**config.mk**
```make
export PLATFORM = sky130hd
export DESIGN_NAME = attest_quote_parser_unit
export DESIGN_NICKNAME = d
export VERILOG_FILES = /design/src/hw/rtl/aqp_pkg.sv /design/src/hw/rtl/attest_quote_parser_unit.sv
export SDC_FILE = /design/constraint.sdc
export NUM_CORES = 1
export LEC_CHECK = 0
export BUFFER_PORTS_ARGS = -buffer_cell sky130_fd_sc_hd__buf_4
export CELL_PAD_IN_SITES_DETAIL_PLACEMENT = 1
export CELL_PAD_IN_SITES_GLOBAL_PLACEMENT = 2
export CORE_MARGIN = 1.5
export CORE_UTILIZATION = 41
export CTS_BUF_LIST = sky130_fd_sc_hd__clkbuf_8
export DETAILED_ROUTE_END_ITERATION = 16
export MAX_ROUTING_LAYER = met4
export PLACE_DENSITY_LB_ADDON = 0.1
export SYNTH_ARGS = -nofsm -noshare
export SYNTH_HDL_FRONTEND = slang
export SYNTH_SLANG_ARGS = --single-unit
```
**constraint.sdc**
```tcl
create_clock -name aclk -period 36.1 [get_ports aclk]
set_clock_uncertainty 0.05 [all_clocks]
set_input_delay 1.805 -clock aclk [delete_from_list [all_inputs] [get_ports aclk]]
set_output_delay 1.805 -clock aclk [all_outputs]
set_load 0.05 [all_outputs]
```
**src/hw/rtl/aqp_pkg.sv**
```systemverilog
`timescale 1ns / 1ps

package aqp_pkg;

    localparam int unsigned PosW = 17;

    localparam logic [31:0] MagicReset = 32'hFF544347;
    localparam logic [15:0] TypeReset  = 16'h8018;

    localparam logic [15:0] HdrLen   = 16'd6;
    localparam logic [15:0] ClockLen = 16'd17;
    localparam logic [15:0] FwLen    = 16'd8;

    // Register indexes, decoded from paddr[2]
    localparam logic REG_MAGIC = 1'b0;
    localparam logic REG_TYPE  = 1'b1;

    typedef enum logic [12:0] {
        PH_IDLE     = 13'b0000000000001,
        PH_HDR      = 13'b0000000000010,
        PH_NAMESZ   = 13'b0000000000100,
        PH_SKIPNAME = 13'b0000000001000,
        PH_DATASZ   = 13'b0000000010000,
        PH_DATA     = 13'b0000000100000,
        PH_SKIPCLK  = 13'b0000001000000,
        PH_PCRCNT   = 13'b0000010000000,
        PH_HASH     = 13'b0000100000000,
        PH_SOS      = 13'b0001000000000,
        PH_SKIPSEL  = 13'b0010000000000,
        PH_DGSTSZ   = 13'b0100000000000,
        PH_DIGEST   = 13'b1000000000000
    } phase_t;

    typedef enum logic [1:0] {
        KIND_NONE   = 2'd0,
        KIND_EXTRA  = 2'd1,
        KIND_DIGEST = 2'd2
    } kind_t;

    typedef enum logic [3:0] {
        ST_PENDING    = 4'd0,
        ST_OK         = 4'd1,
        ST_SHORT      = 4'd2,
        ST_MAGIC      = 4'd3,
        ST_TYPE       = 4'd4,
        ST_NAMESZ     = 4'd5,
        ST_DATASZ     = 4'd6,
        ST_DATA       = 4'd7,
        ST_CLOCK      = 4'd8,
        ST_FIRMWARE   = 4'd9,
        ST_PCRCNT     = 4'd10,
        ST_SELECTION  = 4'd11,
        ST_DGSTSZ     = 4'd12,
        ST_DIGEST     = 4'd13
    } status_t;

endpackage

```
**src/hw/rtl/attest_quote_parser_unit.sv**
```systemverilog
`timescale 1ns / 1ps

// Attestation quote parser.
// Record bytes enter on the s_ channel one item per byte; s_first_byte marks
// the first byte of a record and s_record_size is sampled with it. Every
// accepted byte produces exactly one item on the m_ channel: the copied
// extra-data or digest byte (m_out_kind 1 or 2) or an empty item (kind 0),
// always with the current parse status and the length of the field being
// copied. Status 1 means the quote parsed; 2 to 13 name the first failed check,
// after which the rest of the record is ignored until the next first byte.
// The expected magic word and structure tag are APB registers at 0x0 and 0x4,
// to be written only while no item is in flight.
// Throughput is one byte per cycle while the receiver keeps up. Each byte passes
// through the input register, then the parse step that loads the result register. When the
// receiver stalls, the result register holds and the input register fills,
// then s_ready drops; nothing is lost. Synchronous reset (aresetn low) empties
// both registers, restores the register defaults and leaves the parser
// finished with status 0, waiting for a first byte.
module attest_quote_parser_unit
    import aqp_pkg::*;
(
    input  logic        aclk,
    input  logic        aresetn,

    input  logic        s_valid,
    output logic        s_ready,
    input  logic [7:0]  s_data_byte,
    input  logic [15:0] s_record_size,
    input  logic        s_first_byte,

    output logic        m_valid,
    input  logic        m_ready,
    output logic [7:0]  m_out_byte,
    output logic [1:0]  m_out_kind,
    output logic [3:0]  m_status,
    output logic [15:0] m_payload_size,

    input  logic        psel,
    input  logic        penable,
    input  logic        pwrite,
    input  logic [2:0]  paddr,
    input  logic [31:0] pwdata,
    output logic [31:0] prdata,
    output logic        pready
);

    // Configuration
    logic [31:0] magic_reg;
    logic [15:0] type_reg;

    // Input register
    logic        in_valid_reg;
    logic [7:0]  in_byte_reg;
    logic [15:0] in_size_reg;
    logic        in_first_reg;

    // Result register
    logic        m_valid_reg;
    logic [7:0]  m_byte_reg;
    logic [1:0]  m_kind_reg;
    logic [3:0]  m_status_reg;
    logic [15:0] m_plen_reg;

    // Parser state
    phase_t          phase_reg, phase_next;
    logic [PosW-1:0] pos_reg, pos_next;
    logic [31:0]     acc_reg, acc_next;
    logic [15:0]     left_reg, left_next;
    logic [31:0]     sel_reg, sel_next;
    logic [15:0]     size_reg, size_next;
    logic            fin_reg, fin_next;
    logic [3:0]      status_reg, status_next;
    logic [15:0]     plen_reg, plen_next;

    logic [7:0]  res_byte;
    logic [1:0]  res_kind;
    logic [15:0] res_plen;

    logic advance;

    assign advance = in_valid_reg && (!m_valid_reg || m_ready);
    assign s_ready = !in_valid_reg || advance;

    assign m_valid        = m_valid_reg;
    assign m_out_byte     = m_byte_reg;
    assign m_out_kind     = m_kind_reg;
    assign m_status       = m_status_reg;
    assign m_payload_size = m_plen_reg;

    assign pready = 1'b1;

    always_comb begin
        unique case (paddr[2])
            REG_MAGIC: prdata = magic_reg;
            REG_TYPE:  prdata = {16'd0, type_reg};
            default:   prdata = 32'd0;
        endcase
    end

    always_ff @(posedge aclk) begin
        if (!aresetn) begin
            magic_reg <= MagicReset;
            type_reg  <= TypeReset;
        end else if (psel && penable && pwrite) begin
            unique case (paddr[2])
                REG_MAGIC: magic_reg <= pwdata;
                REG_TYPE:  type_reg  <= pwdata[15:0];
                default:   ;
            endcase
        end
    end

    // One parse step for the byte in the input register.
    always_comb begin
        logic [PosW-1:0] p;
        logic [PosW-1:0] nxt;
        logic [17:0]     n18;
        logic [17:0]     s18;
        logic [17:0]     v18;
        logic [17:0]     t;
        logic [15:0]     v16;
        logic            done;
        logic            do_after;
        logic            do_nextsel;
        logic [17:0]     ai;

        phase_next  = phase_reg;
        pos_next    = pos_reg;
        acc_next    = acc_reg;
        left_next   = left_reg;
        sel_next    = sel_reg;
        size_next   = size_reg;
        fin_next    = fin_reg;
        status_next = status_reg;
        plen_next   = plen_reg;
        res_byte    = 8'd0;
        res_kind    = KIND_NONE;
        res_plen    = 16'd0;
        p           = '0;
        nxt         = '0;
        n18         = '0;
        s18         = '0;
        v18         = '0;
        t           = '0;
        v16         = '0;
        done        = 1'b0;
        do_after    = 1'b0;
        do_nextsel  = 1'b0;
        ai          = '0;

        if (in_first_reg) begin
            pos_next    = '0;
            size_next   = in_size_reg;
            fin_next    = 1'b0;
            status_next = ST_PENDING;
            sel_next    = 32'd0;
            if (in_size_reg < HdrLen) begin
                status_next = ST_SHORT;
                fin_next    = 1'b1;
                phase_next  = PH_IDLE;
            end else begin
                phase_next = PH_HDR;
                left_next  = HdrLen;
                acc_next   = 32'd0;
            end
        end

        if (!fin_next) begin
            p        = pos_next;
            nxt      = p + 1'b1;
            n18      = 18'(nxt);
            s18      = {2'b00, size_next};
            pos_next = nxt;

            unique case (phase_next)
                PH_HDR: begin
                    acc_next = {acc_next[23:0], in_byte_reg};
                    if (p == PosW'(3)) begin
                        if (acc_next != magic_reg) begin
                            status_next = ST_MAGIC;
                            fin_next    = 1'b1;
                            phase_next  = PH_IDLE;
                        end else begin
                            acc_next = 32'd0;
                        end
                    end else if (p == PosW'(5)) begin
                        if (acc_next[15:0] != type_reg) begin
                            status_next = ST_TYPE;
                            fin_next    = 1'b1;
                            phase_next  = PH_IDLE;
                        end else if (n18 + 18'd2 >= s18) begin
                            status_next = ST_NAMESZ;
                            fin_next    = 1'b1;
                            phase_next  = PH_IDLE;
                        end else begin
                            phase_next = PH_NAMESZ;
                            left_next  = 16'd2;
                            acc_next   = 32'd0;
                        end
                    end
                end
                PH_NAMESZ, PH_DATASZ, PH_PCRCNT, PH_HASH, PH_DGSTSZ: begin
                    acc_next = {acc_next[23:0], in_byte_reg};
                    if (left_next != 16'd0) begin
                        left_next = left_next - 16'd1;
                    end
                    done = (left_next == 16'd0);
                end
                PH_DATA, PH_DIGEST: begin
                    res_kind = (phase_next == PH_DATA) ? KIND_EXTRA : KIND_DIGEST;
                    res_byte = in_byte_reg;
                    res_plen = plen_reg;
                    if (left_next != 16'd0) begin
                        left_next = left_next - 16'd1;
                    end
                    done = (left_next == 16'd0);
                end
                PH_SKIPNAME, PH_SKIPCLK, PH_SKIPSEL: begin
                    if (left_next != 16'd0) begin
                        left_next = left_next - 16'd1;
                    end
                    done = (left_next == 16'd0);
                end
                PH_SOS: begin
                    t = n18 + {10'd0, in_byte_reg};
                    if (t >= s18) begin
                        status_next = ST_SELECTION;
                        fin_next    = 1'b1;
                        phase_next  = PH_IDLE;
                    end else begin
                        if (sel_next != 32'd0) begin
                            sel_next = sel_next - 32'd1;
                        end
                        if (in_byte_reg == 8'd0) begin
                            do_nextsel = 1'b1;
                            ai         = t;
                        end else begin
                            phase_next = PH_SKIPSEL;
                            left_next  = {8'd0, in_byte_reg};
                            acc_next   = 32'd0;
                        end
                    end
                end
                default: ;
            endcase

            if (done) begin
                v16 = acc_next[15:0];
                v18 = {2'b00, v16};
                unique case (phase_next)
                    PH_NAMESZ: begin
                        if (n18 + v18 + 18'd2 >= s18) begin
                            status_next = ST_DATASZ;
                            fin_next    = 1'b1;
                            phase_next  = PH_IDLE;
                        end else if (v16 == 16'd0) begin
                            phase_next = PH_DATASZ;
                            left_next  = 16'd2;
                            acc_next   = 32'd0;
                        end else begin
                            phase_next = PH_SKIPNAME;
                            left_next  = v16;
                            acc_next   = 32'd0;
                        end
                    end
                    PH_SKIPNAME: begin
                        phase_next = PH_DATASZ;
                        left_next  = 16'd2;
                        acc_next   = 32'd0;
                    end
                    PH_DATASZ: begin
                        if (v18 + n18 > s18) begin
                            status_next = ST_DATA;
                            fin_next    = 1'b1;
                            phase_next  = PH_IDLE;
                        end else if (v16 == 16'd0) begin
                            do_after = 1'b1;
                        end else begin
                            plen_next  = v16;
                            phase_next = PH_DATA;
                            left_next  = v16;
                            acc_next   = 32'd0;
                        end
                    end
                    PH_DATA: begin
                        do_after = 1'b1;
                    end
                    PH_SKIPCLK: begin
                        phase_next = PH_PCRCNT;
                        left_next  = 16'd4;
                        acc_next   = 32'd0;
                    end
                    PH_PCRCNT: begin
                        sel_next   = acc_next;
                        do_nextsel = 1'b1;
                        ai         = n18;
                    end
                    PH_HASH: begin
                        if (n18 + 18'd1 >= s18) begin
                            status_next = ST_SELECTION;
                            fin_next    = 1'b1;
                            phase_next  = PH_IDLE;
                        end else begin
                            phase_next = PH_SOS;
                            left_next  = 16'd1;
                            acc_next   = 32'd0;
                        end
                    end
                    PH_SKIPSEL: begin
                        do_nextsel = 1'b1;
                        ai         = n18;
                    end
                    PH_DGSTSZ: begin
                        if (v18 + n18 > s18) begin
                            status_next = ST_DIGEST;
                            fin_next    = 1'b1;
                            phase_next  = PH_IDLE;
                        end else if (v16 == 16'd0) begin
                            status_next = ST_OK;
                            fin_next    = 1'b1;
                            phase_next  = PH_IDLE;
                        end else begin
                            plen_next  = v16;
                            phase_next = PH_DIGEST;
                            left_next  = v16;
                            acc_next   = 32'd0;
                        end
                    end
                    PH_DIGEST: begin
                        status_next = ST_OK;
                        fin_next    = 1'b1;
                        phase_next  = PH_IDLE;
                    end
                    default: ;
                endcase
            end

            // Clock info, firmware info and the PCR count are checked together before clock and firmware are skipped.
            if (do_after) begin
                if (n18 + 18'(ClockLen) >= s18) begin
                    status_next = ST_CLOCK;
                    fin_next    = 1'b1;
                    phase_next  = PH_IDLE;
                end else if (n18 + 18'(ClockLen) + 18'(FwLen) >= s18) begin
                    status_next = ST_FIRMWARE;
                    fin_next    = 1'b1;
                    phase_next  = PH_IDLE;
                end else if (n18 + 18'(ClockLen) + 18'(FwLen) + 18'd4 >= s18) begin
                    status_next = ST_PCRCNT;
                    fin_next    = 1'b1;
                    phase_next  = PH_IDLE;
                end else begin
                    phase_next = PH_SKIPCLK;
                    left_next  = ClockLen + FwLen;
                    acc_next   = 32'd0;
                end
            end

            // Another selection entry, or the digest header once the list is used up.
            if (do_nextsel) begin
                if (sel_next == 32'd0) begin
                    if (ai + 18'd2 >= s18) begin
                        status_next = ST_DGSTSZ;
                        fin_next    = 1'b1;
                        phase_next  = PH_IDLE;
                    end else begin
                        phase_next = PH_DGSTSZ;
                        left_next  = 16'd2;
                        acc_next   = 32'd0;
                    end
                end else if (ai + 18'd2 >= s18) begin
                    status_next = ST_SELECTION;
                    fin_next    = 1'b1;
                    phase_next  = PH_IDLE;
                end else begin
                    phase_next = PH_HASH;
                    left_next  = 16'd2;
                    acc_next   = 32'd0;
                end
            end
        end
    end

    always_ff @(posedge aclk) begin
        if (!aresetn) begin
            in_valid_reg <= 1'b0;
            m_valid_reg  <= 1'b0;
            phase_reg    <= PH_IDLE;
            pos_reg      <= '0;
            acc_reg      <= 32'd0;
            left_reg     <= 16'd0;
            sel_reg      <= 32'd0;
            size_reg     <= 16'd0;
            fin_reg      <= 1'b1;
            status_reg   <= ST_PENDING;
            plen_reg     <= 16'd0;
        end else begin
            if (s_valid && s_ready) begin
                in_valid_reg <= 1'b1;
            end else if (advance) begin
                in_valid_reg <= 1'b0;
            end

            if (advance) begin
                m_valid_reg <= 1'b1;
            end else if (m_ready) begin
                m_valid_reg <= 1'b0;
            end

            if (advance) begin
                phase_reg  <= phase_next;
                pos_reg    <= pos_next;
                acc_reg    <= acc_next;
                left_reg   <= left_next;
                sel_reg    <= sel_next;
                size_reg   <= size_next;
                fin_reg    <= fin_next;
                status_reg <= status_next;
                plen_reg   <= plen_next;
            end
        end
    end

    always_ff @(posedge aclk) begin
        if (s_valid && s_ready) begin
            in_byte_reg  <= s_data_byte;
            in_size_reg  <= s_record_size;
            in_first_reg <= s_first_byte;
        end
        if (advance) begin
            m_byte_reg   <= res_byte;
            m_kind_reg   <= res_kind;
            m_status_reg <= status_next;
            m_plen_reg   <= res_plen;
        end
    end

endmodule
```
After elaboration in Yosys (flattened, before gate mapping). Index checks and enable logic that the tools add are counted.

Add/sub/neg operators: 12. Multipliers: 0. Divide/modulo/power cells: 0. $lt $le $gt $ge: 10. Equality and inequality tests: 26. Shift operators: 0. Muxes and demuxes: 167. Bitwise operators: 5. Reductions and logical operators: 28.

Operators with widths (count): 32-bit two-way mux (30); 16-bit two-way mux (29); 13-bit two-way mux (16); 16-bit case mux with 5 select lines (2); 18-bit by 16-bit greater-or-equal comparator with 1-bit output (8); 32-bit case mux with 4 select lines (1); 18-bit two-way mux (6); 32-bit case mux with 3 select lines (1); 13-bit case mux with 7 select lines (1); 4-bit two-way mux (22); 16-bit logical NOT (4); 32-bit case mux with 2 select lines (1); 18-bit by 2-bit adder with 18-bit output, second input constant (2); 1-bit two-way mux (36); 17-bit two-way mux (2); 32-bit logical NOT (1); 32-bit != test (1); 32-bit nonzero test (1); 32-bit by 1-bit subtractor with 32-bit output, second input constant (1); 13-bit by 11-bit == test with 1-bit output, second input constant (2); 13-bit by 12-bit == test with 1-bit output, second input constant (2); 13-bit == test, second input constant (2); 13-bit by 3-bit == test with 1-bit output, second input constant (2); 13-bit by 4-bit == test with 1-bit output, second input constant (2); other kinds (46) (73).

Register bits after elaboration: 252. Latch bits: 0. Memory bits (writable): 0. Bits in read-only memories: 0. Bits of input ports: 67. Memories kept: 0.

Longest topological paths before layout.
Depth in word-level cells: 24. Gate-level depth with buffers: 60.

Worst setup path after synthesis. OpenSTA, ideal clock, no wires.

Path type: flip-flop to flip-flop. Start: register in_first_reg. End: register acc_reg[20]. Library setup time: 0.117 ns. Arrival time: 12.902 ns. Setup slack: 23.031 ns. Stages on the path, launching flop included: 57. Clock period less this slack: 13.069 ns. Path through: edfxtp_1 buf_4 inv_1 buf_2 clkbuf_1 clkbuf_1 clkbuf_1 clkbuf_1 nand2_1 inv_1 ha_1 buf_2 nand3_1 or3_1 a21o_1 buf_2 inv_1 buf_1 (+21 left out) o21a_1 or2_2 o311ai_0 ha_1 nand3_1 nor3_1 a21oi_1 a21oi_1 a211oi_2 inv_1 or4_1 or4_1 a211oi_4 a21oi_2 o211ai_4 o22ai_2 buf_2 a22o_1.

Longest elaborated chain between the ends: 23.

RTL lines: start, declared (RTL line attest_quote_parser_unit.sv:55) `logic in_first_reg;`; start signal, assigned (RTL line attest_quote_parser_unit.sv:428) `in_first_reg <= s_first_byte;`; 17-bit two-way mux (RTL line attest_quote_parser_unit.sv:151) `if (in_first_reg) begin`; 17-bit by 1-bit adder with 17-bit output (RTL line attest_quote_parser_unit.sv:170) `nxt = p + 1'b1;`; 17-bit by 2-bit adder with 18-bit output (RTL line attest_quote_parser_unit.sv:191) `end else if (n18 + 18'd2 >= s18) begin`; 18-bit by 16-bit greater-or-equal comparator with 1-bit output (RTL line attest_quote_parser_unit.sv:191); 32-bit two-way mux (RTL line attest_quote_parser_unit.sv:191); 32-bit two-way mux (RTL line attest_quote_parser_unit.sv:187) `if (acc_next[15:0] != type_reg) begin`; 32-bit two-way mux (RTL line attest_quote_parser_unit.sv:186) `end else if (p == PosW'(5)) begin`; 32-bit two-way mux (RTL line attest_quote_parser_unit.sv:178) `if (p == PosW'(3)) begin`; (+7 left out); 32-bit two-way mux (RTL line attest_quote_parser_unit.sv:247) `if (done) begin`; 32-bit two-way mux (RTL line attest_quote_parser_unit.sv:348) `end else if (n18 + 18'(ClockLen) + 18'(FwLen) + 18'd4 >= s18) begin`; 32-bit two-way mux (RTL line attest_quote_parser_unit.sv:344) `end else if (n18 + 18'(ClockLen) + 18'(FwLen) >= s18) begin`; 32-bit two-way mux (RTL line attest_quote_parser_unit.sv:340) `if (n18 + 18'(ClockLen) >= s18) begin`; 32-bit two-way mux (RTL line attest_quote_parser_unit.sv:339) `if (do_after) begin`; 32-bit two-way mux (RTL line attest_quote_parser_unit.sv:362, attest_quote_parser_unit.sv:371); 32-bit two-way mux (RTL line attest_quote_parser_unit.sv:360) `if (do_nextsel) begin`; 32-bit two-way mux * (RTL line attest_quote_parser_unit.sv:168) `if (!fin_next) begin`; end signal, assigned (RTL line attest_quote_parser_unit.sv:413) `acc_reg <= acc_next;`; end, declared (RTL line attest_quote_parser_unit.sv:67) `logic [31:0] acc_reg, acc_next;`.

Every way passes the cells marked *; elsewhere a longest branch is shown, timed or not. The select of a mux whose other input is x is not followed. A chain may end at the register's enable or synchronous reset.

Worst setup path after layout.
Start: register in_first_reg. End: register acc_reg[14].

Same word-level chain as after synthesis.

==> run summary <==
The most used flip-flop cell after synthesis is dfxtp_1. Summed over all instances, the cell type with the most area after synthesis is dfxtp_1. For the critical path arrival, the log shows 16790 ps. Counting every net in the synthesized netlist gives 3081. Setup violations remaining at the end of the flow were counted as 0.

The violation count after the first detailed-route iteration is 1885. The slowest stage of the critical path belongs to the cell nor4b_1. For this block, the routed nets add up to 97400 um of wire.

The overall die area came out at 55400 um2. For the initial antenna violation count, the log shows 7. The worst supply voltage drop on vdd is 25.5 uV, and the post-layout utilization of the core is 47.2%. The multiplexer fraction of the synthesized cell area was 3.52%. The tools report the total negative setup slack as 0 ps. The routability congestion estimate from global placement is 0.985. Setup repair after global routing left no endpoint under its margin.

After synthesis, the cell types taking the most area are dfxtp_1 (17%), ha_1 (9.8%), edfxtp_1 (7.5%). After synthesis the netlist holds a flip-flop and latch count of 248. The number of synthesized flops with an enable pin is 55.

The worst path uses 45.1% of the clock period. The final number of max-transition violations is 0. The maximum clock insertion buffer count was 3. The number of global-route vias before repair came out at 23800. Clock latency on the worst-skew pair, taken at its later pin, is 670 ps. Summing the areas of all xor and xnor instances in the mapped netlist gives 6.57% of the synthesized area. For this run, the number of Yosys warnings is 0. In the synthesized netlist, the number of instances is 2838.

The detailed-placement wirelength estimate is 73800 um, and the required arrival time at the worst endpoint is 36600 ps. The detailed router placed 23800 vias in this run. Summing the areas of all and, or, nand and nor instances in the mapped netlist gives 26.6% of the synthesized area.

The critical path is of the flop to flop type. The clock slew at the register clock pins of the worst setup and hold paths works out to 60 ps. Counting flops with an async set or reset pin after synthesis yields a share of 0%. The sequential share of the synthesized area came out at 24.9%. After layout, the minimum clock period comes to 16290 ps. In this run the tightest slew margin relative to its limit is 15.0%.

The kind of path behind the tightest hold check is flop to flop. Once detail routing completed, the nets flagged for antenna violations numbered 0. The number of buffer cells added on primary ports works out to 128. STA classifies the critical path endpoint as a flop. The average cell area after synthesis was 7.80 um2. The delay of the slowest cell on the worst path works out to 1010 ps. The first-pass GRT wire length was 147000 um; the adder-cell area share of the yosys netlist was 10.0%. Counting instances in the post-synthesis netlist gives the leading cell types as nand2_1 (308), nor2_1 (272), a21oi_1 (213), dfxtp_1 (193), ha_1 (174). After synthesis, the largest family of logic cells by area is simple AND/OR/NAND/NOR gates. After synthesis, the largest area contributor takes up 17.5% of total cell area. Entering global routing, the biggest net connects 77 pins. Power spread over the standard cell area amounts to 30.6 nW/um2. The tools report the core area as 53000 um2. In this run the cell area of the synthesized design comes to 22100 um2. In this run, post-CTS hold repair placed 0 buffers. CTS placed an instance of clkbuf_8 at the clock tree root. In the post-synthesis netlist, the cell with the most instances is nand2_1. Among cell families on the critical path, the largest total delay comes from compound AO/OA/AOI/OAI gates. The count of distinct cell types in the synthesized netlist was 113. Of all nets on the critical path, the largest fanout is 24. The design area was 25000 um2; the share of layout cells above drive strength 1 was 13.1%. Upper clock frequency limit: 0.0614 GHz. The initial standard-cell utilization of the core is 41.8%. The post-layout net count was 3177.

The number of instances resized during post-cts repair is 0. Global router's overall resource usage: 35.2%. TritonCTS built the clock tree. Compared with the post-synthesis result, the final layout area differs by 13.0%. The mean number of vias per cell works out to 6.49. The total number of placement rows came out at 84. The final number of hold-violating endpoints is 0, and the height of the die is 235 um. The pin slew with the least headroom to its limit works out to 1270 ps. The type of element launching the critical path was a flop. The number of levels the H-tree was split into was 2. CTS saw 248 sinks. Global routing finished with a remaining overflow of 0. Measured along the x axis, the die boundary spans 235 um. For the total clock buffers created by CTS, the log shows 48.

For the cell area reported after detailed placement, the log shows 24000 um2. During I/O placement, the number of pins put on the boundary was 132. The number of filler instances in the final layout was 6529. The synthesized netlist devotes 23.9% of its cell area to compound gates.

For this run, design rule violations remaining after detail routing come to 0. The number of buffer and inverter stages on the critical path was 8; the detailed-router iteration count before antenna repair was 5. The static leakage was 9.97 nW; the per-cell routed wire length was 26.6 um. The logs give 0 for the number of buffers added for setup after CTS and 0 for the number of maximum-capacitance constraint violations.

The run finished with clean final reports.
## power by group
group | switching [W] | internal, W | leakage (nW) | total (W)
Clock | 0.000145 | 0.000173 | 0.581 | 0.000318
Sequential | 0.00000849 | 0.000291 | 2.07 | 0.000300
Combinational | 0.0000986 | 0.0000479 | 7.32 | 0.000147
Total | 0.000252 | 0.000512 | 9.97 | 0.000764
## metrics by stage
step	power [W]	worst slack, ps	instances	hold slack (ps)
after floorplan	0.000393	23030	2838	393
after global placement	0.000446	20650	3572	407
after detailed placement	0.000450	20320	3572	407
after CTS	0.000766	20220	3662	423
after global routing	0.000791	19190	3665	456
final	0.000764	19810	3666	418
## worst paths after layout
kind / start / to / slack [ps] / cells past startpoint
max: in_first_reg / acc_reg[14] / 19810 / 46
min: magic_reg[17] / magic_reg[17] / 420 / 2
max reg2reg: in_first_reg / acc_reg[14] / 19810 / 46
min reg2reg: magic_reg[17] / magic_reg[17] / 420 / 2
## worst register-to-register path, delay by kind of cell (launching register included)
kind | cells | cell delay [ps]
xor gates and xnor gates | 2 | 820
and+or+nand+nor | 14 | 4110
adders and majority gates | 5 | 2130
buffers and inverters | 8 | 2530
muxes | 1 | 140
AOI/OAI and AO/OA | 16 | 5810
DFF | 1 | 610
## area by class of cell
cell class	count	area, um2	share of cell area [%]
clock inverters	34	278	1.11
diodes	4	10.0	0.0400
inverters	83	315	1.26
flip-flops and latches	248	5520	22.0
repair buffers	207	1550	6.21
clock buffers	56	771	3.08
well taps	688	861	3.44
multi-input cells	2346	15700	62.8
## layout by cell type, fill, tap and decap left out, types with 17 or more instances in the layout
| cell | Yosys | layout |
|---|---|---|
| nand4_1 | 46 | 46 |
| mux2i_1 | 49 | 47 |
| a22oi_1 | 26 | 26 |
| a22o_1 | 34 | 34 |
| nor3_1 | 99 | 97 |
| a31oi_1 | 24 | 24 |
| nand3_1 | 95 | 95 |
| xnor2_1 | 121 | 121 |
| nor4_1 | 53 | 53 |
| xor2_1 | 45 | 45 |
| or4_1 | 29 | 29 |
| o21ai_0 | 131 | 130 |
| nand2_1 | 308 | 307 |
| a21o_1 | 34 | 34 |
| or3_1 | 45 | 45 |
| o211ai_1 | 20 | 20 |
| clkbuf_8 | 0 | 56 |
| nor2b_1 | 51 | 50 |
| ha_1 | 174 | 174 |
| o21a_1 | 17 | 17 |
| o31ai_1 | 21 | 20 |
| nor2_1 | 272 | 270 |
| a21oi_1 | 213 | 211 |
| inv_1 | 75 | 84 |
| a211oi_1 | 59 | 58 |
| and3_1 | 43 | 43 |
| dfxtp_1 | 193 | 193 |
| mux2_2 | 23 | 23 |
| edfxtp_1 | 55 | 55 |
| buf_4 | 7 | 207 |
## cell families (layout without fill, tap and decap cells)
logic type      Yosys count  in the layout
compound gates          772            772
xor+xnor                166            166
fa+ha+maj               176            176
buf+inv                 244            380
flops                   248            248
mux                      74             74
other cells               1              5
simple gates           1157           1157
## routing by layer
metal	track usage, %	up-vias	share of wire [%]
met5	-	-	0
met1	47.2	11900	45
met4	10.8	0	3.0
met3	5.55	192	7.5
met2	54.2	929	45
li1	-	10800	-
Power figures use the tool's default switching activity.
